--- config.mk ---
export PLATFORM = sky130hd
export DESIGN_NAME = mfs_front
export DESIGN_NICKNAME = d
export VERILOG_FILES = /design/src/sv/mfs_pkg.sv /design/src/sv/mfs_front.sv
export SDC_FILE = /design/constraint.sdc
export NUM_CORES = 1
export LEC_CHECK = 0
export ABC_AREA = 1
export CAP_MARGIN = 5
export CORE_MARGIN = 3
export CORE_UTILIZATION = 52
export DETAILED_ROUTE_END_ITERATION = 8
export DONT_BUFFER_PORTS = 1
export HOLD_SLACK_MARGIN = 0.1
export PLACE_DENSITY = 0.76
export SLEW_MARGIN = 25
export SYNTH_ARGS = -nofsm -noshare
export SYNTH_HDL_FRONTEND = slang
export SYNTH_SLANG_ARGS = --single-unit
--- constraint.sdc ---
create_clock -name clk_i -period 4.5 [get_ports clk_i]
set_input_delay 0.9 -clock clk_i [delete_from_list [all_inputs] [get_ports clk_i]]
set_output_delay 0.9 -clock clk_i [all_outputs]
set_load 0.02 [all_outputs]
--- src/sv/mfs_pkg.sv ---
// ----------------------------------------------------------------------------
// mfs_pkg
// Shared types and codes for the maximum-frequency stack.
// ----------------------------------------------------------------------------
package mfs_pkg;

  localparam int unsigned InWidth = 32;

  typedef enum logic {
    OP_PUSH = 1'b0,
    OP_POP  = 1'b1
  } op_e;

  typedef enum logic [1:0] {
    ST_PUSH_OK   = 2'd0,
    ST_POP_OK    = 2'd1,
    ST_POP_EMPTY = 2'd2,
    ST_PUSH_FULL = 2'd3
  } status_e;

  typedef enum logic [1:0] {
    ENG_IDLE,
    ENG_SCAN,
    ENG_SHIFT,
    ENG_FINISH
  } eng_state_e;

  // One queued command
  typedef struct packed {
    op_e                 op;
    logic [InWidth-1:0]  value;
  } cmd_t;

endpackage

--- src/sv/mfs_front.sv ---
// ----------------------------------------------------------------------------
// mfs_front
// Command intake: decodes transactions into a two-entry queue.
// ----------------------------------------------------------------------------
module mfs_front
  import mfs_pkg::*;
(
  input  logic               clk_i,
  input  logic               rst_ni,
  input  logic               start_i,
  input  logic               opcode_i,
  input  logic [InWidth-1:0] value_in_i,
  output logic               busy_o,
  output logic               cmd_valid_o,
  output cmd_t               cmd_o,
  input  logic               cmd_take_i
);

  cmd_t       slot_q [2];
  logic       rd_ptr_q, rd_ptr_d;
  logic       wr_ptr_q, wr_ptr_d;
  logic [1:0] cnt_q, cnt_d;
  logic       push, pop;
  cmd_t       new_cmd;

  assign busy_o      = (cnt_q == 2'd2);
  assign push        = start_i && !busy_o;
  assign cmd_valid_o = (cnt_q != 2'd0);
  assign pop         = cmd_take_i && cmd_valid_o;
  assign cmd_o       = slot_q[rd_ptr_q];

  always_comb begin
    new_cmd.op    = opcode_i ? OP_POP : OP_PUSH;
    new_cmd.value = value_in_i;
    rd_ptr_d      = pop  ? ~rd_ptr_q : rd_ptr_q;
    wr_ptr_d      = push ? ~wr_ptr_q : wr_ptr_q;
    cnt_d         = cnt_q + 2'(push) - 2'(pop);
  end

  always_ff @(posedge clk_i or negedge rst_ni) begin
    if (!rst_ni) begin
      rd_ptr_q <= 1'b0;
      wr_ptr_q <= 1'b0;
      cnt_q    <= 2'd0;
    end else begin
      rd_ptr_q <= rd_ptr_d;
      wr_ptr_q <= wr_ptr_d;
      cnt_q    <= cnt_d;
    end
  end

  always_ff @(posedge clk_i) begin
    if (push) begin
      slot_q[wr_ptr_q] <= new_cmd;
    end
  end

endmodule

### Word-level counts from Yosys, hierarchy flattened

Memories as Yosys holds them, arrays and structs flattened.
Index checks and enable logic that the tools add are counted.

| word-level totals | value |
|---|---|
| register bits after elaboration | 4 |
| bits in writable memories | 66 |
| bits in latches | 0 |
| memories | 1 |
| logic and storage cells | 16 |
| ROM bits | 0 |
| input bits | 37 |

| cells by class | value |
|---|---|
| add/sub/neg operators | 2 |
| div/mod/pow operators | 0 |
| muxes and demuxes | 3 |
| reduce and logical (&&, ||, !) cells | 4 |
| bitwise gates (word level) | 2 |
| shift operators | 0 |
| equal/unequal tests | 1 |
| multipliers | 0 |
| magnitude comparators | 0 |

Memory list:

| memory | depth | width | read ports | clocked after Yosys merged registers in | write ports | line | RTL |
|---|---|---|---|---|---|---|---|
| slot_q | 2 | 33 | 1 | 0 | 1 | mfs_front.sv:19 | `cmd_t slot_q [2];` |

Operators with widths:

| kind | count |
|---|---|
| $mux W1 | 3 |
| $add A2 B1 Y2 | 1 |
| $eq A2 B2 Y1 const B | 1 |
| $logic_and A1 B1 Y1 | 2 |
| $not A1 Y1 | 2 |
| $reduce_bool A2 Y1 | 1 |
| $sub A2 B1 Y2 | 1 |
| $logic_not A1 Y1 | 1 |

### Depth between registers and ports, before layout

| depth | value |
|---|---|
| word-level depth | 5 |
| mapped depth | 10 |
| gate-level depth less buffers | 10 |

### Worst setup path before layout

OpenSTA, ideal clock, no wires.

| timing | value |
|---|---|
| path type | input -> register |
| start | in start_i |
| end | mem slot_q[1][0] (netlist name), enable pin |
| path slack | 1698 ps |
| arrival time | 2379 ps |
| buffers on the path | 0 |
| cell stages on the path | 2 |
| required time | 4077 ps |
| cell sequence | nand2_1 nor2_1 |

| between the ends | value |
|---|---|
| word-level cells in the longest chain between the ends | 3 |

Ends and longest elaborated chain:

| element | line | RTL |
|---|---|---|
| start: declaration | mfs_front.sv:10 | `input logic start_i,` |
| $logic_and A1 B1 Y1 | mfs_front.sv:27 | `assign push = start_i && !busy_o;` |
| $mux W1 | mfs_front.sv:53 | `if (push) begin` |
| $mux W1 (implied by the code) | mfs_front.sv:54 | `slot_q[wr_ptr_q] <= new_cmd;` |
| end: declaration | mfs_front.sv:19 |  |

Every way passes these cells.

==> reports/results.ini <==
[outcome]
status = completed

[clock_tree]
post_cts_buffers = 0
htree_levels = 3
cts_tree = built
clk_latency_ns = 0.33
clock-sinks = 70
cts_made_buffers = 9
cts_resized = 0
root_buffer = clkbuf_8
postCtsHoldBufs = 0
path_clk_slew_ns = 0.07
clk_path_buf_depth = 2

[worst_setup_path]
worstSetupStartpoint = rd_ptr_q
end_kind = output port
path_max_fanout = 19
regToRegStartpoint = cnt_q[1]
worst-setup-path-type = flop to output port
cp-start-kind = flop
cp_cell_sequence = buf_4 > nand2_1 > nand2_1
crit_required_ns = 3.60
critical_path.max_stage_delay_ns = 0.82
path_common_cell = nand2_1
critPathSlowestCell = dfrtp_1
cp.arrival_ns = 1.80

[logic_synthesis]
ys_seq_area_share_pct = 77.4
synth_seq_cells = 70
yosysTopAreaCell = edfxtp_1
synth_area_per_cell_um2 = 13.1
synth_area_um2 = 2690
synthTopCellsByArea = edfxtp_1, nand2_1, dfrtp_1
syn_nets = 244
synth_warnings = 0
synth_cell_types = 12
netlist_instances = 205
netlist.area_leader.share_pct = 73.6

[power]
finalPower_mw = 2.10
power_density_nw_per_um2 = 719
irDropWorstVdd_uv = 341
leakagePower_nw = 1.18

[detailed_routing]
drt_iter0_drc = 48
drc_errors = 0
avgRoutedWirePerCell_um = 15.0
firstDrtPassIters = 4
vias = 1364
wirelength_um = 4250
viasPerCell = 4.82
antenna_left = 0

[timing]
tns_ns = 0
period_minus_slack_ns = 2.70
rsz0062_at_grt = false
holdWs_ns = 0.261
setup_slack_ns = 1.80
worst_pin_slew_ns = 0.933
skew_ns = 0.00455
fmax_mhz = 370
finalSetupViolations = 0
hold_violations = 0
slew_viol_final = 0
finalCritPeriodShare_pct = 60.1
slew_headroom_pct = 37.7

[grt]
grt_overflow = 0
grt_pass1_wl_um = 6640
grt_pass1_vias = 1381
track_usage_pct = 15.1
antenna_found_initial = 0
grt_max_degree = 35

[worst_hold_path]
hp-class = input pin to asynchronous set/reset pin

[placed_design]
dp_hpwl_um = 2720
post-place-ws_ns = 2.16
placed_area_um2 = 2720
numPortBuffers = 0
place_congestion = 0.698

[floorplan]
die_w_um = 77.9
start_util_pct = 55.5
ios = 72
die_area_um2 = 6070
die_h_um = 77.9
core.rowCount = 25
core_area_um2 = 4850

[job]
maxCapViolCount = 0

[finish]
syn_to_final_growth_pct = 8.74
n_fill_cell = 370
final_nets = 250
num_antenna_cells = 0
layout-drive-gt1-share_pct = 12.0
fin_area_um2 = 2930

[logic make-up (layout without fill, tap and decap cells)]
logic type	count (synthesis)	after routing	synth area share, %
buffers and inverters	17	28	4.46
adder cells (fa/ha/maj)	2	2	0.930
AND/OR/NAND/NOR	116	116	17.2
flip-flops	70	70	77.4
[registers in the layout, indices dropped and copies added (netlist names)]
signal and flops:
cnt_q 2, rd_ptr_q 1, slot_q 66, wr_ptr_q 1
[report_power, final]
group / switching [mW] / internal, mW / total [mW]
Sequential: 0.0676 / 0.892 / 0.960
Combinational: 0.518 / 0.114 / 0.632
Clock: 0.208 / 0.306 / 0.513
[placed cells by master (no fill, tap or decap)]
cell type  netlist  final
nand2_1        102    102
edfxtp_1        66     66
nand2_2         10     10
inv_1            9      9
clkbuf_8         0      9
dfrtp_1          4      4
nand3_1          3      3
clkinv_1         0      3
ha_1             2      2
bufinv_16        0      2
buf_4            2      2
inv_8            1      1
nor2_4           0      1
clkinv_2         0      1
clkbuf_1         0      1
[layout make-up]
type	instances	area, µm²	share of cell area, %
well taps	67	83.8	2.86
repair buffers	2	15.0	0.513
multi-input cells	118	497	17.0
inverters	10	45.0	1.54
flip-flops and latches	70	2080	71.1
clock inverters	6	76.3	2.61
clock buffers	10	128	4.36
[Yosys cell counts]
library cell  count
buf_6             4
nor2_1            1
edfxtp_1         66
inv_8             1
inv_1             9
buf_8             1
buf_4             2
dfrtp_1           4
nand2_2          10
nand3_1           3
ha_1              2
nand2_1         102
[critical path, delay by kind of cell (launching register included)]
kind	cells	cell delay, ns
buffers and inverters	1	0.34
DFF	1	0.82
and+or+nand+nor	2	0.31
[layer usage]
layer / track usage [%] / vias to the layer above / routed length (µm)
met4: 7.34 / 0 / 14
met1: 16.3 / 609 / 1590
met5: 0 / - / 0
met2: 23.5 / 62 / 2090
met3: 9.16 / 2 / 552
li1: - / 691 / -
[path summary, 6_finish.rpt]
path / to / slack (ns) / depth (start not counted)
worst min-delay path: wr_ptr_q / 0.26 / 0
worst max register to register: slot_q[0][12] / 2.70 / 4
worst min register to register: wr_ptr_q / 0.49 / 2
min in group clk_i: wr_ptr_q / 0.49 / 2
worst max-delay path: cmd_o[13] / 1.80 / 3
max in group asynchronous: cnt_q[0] / 4.17 / 0
[per-stage QoR]
step,cells,util [%]
floorplan,205,-
global placement,267,56.2
detailed placement,267,56.2
CTS,283,60.4
global route,283,60.4
finish,283,60.4
(Power assumes the default switching activity.)
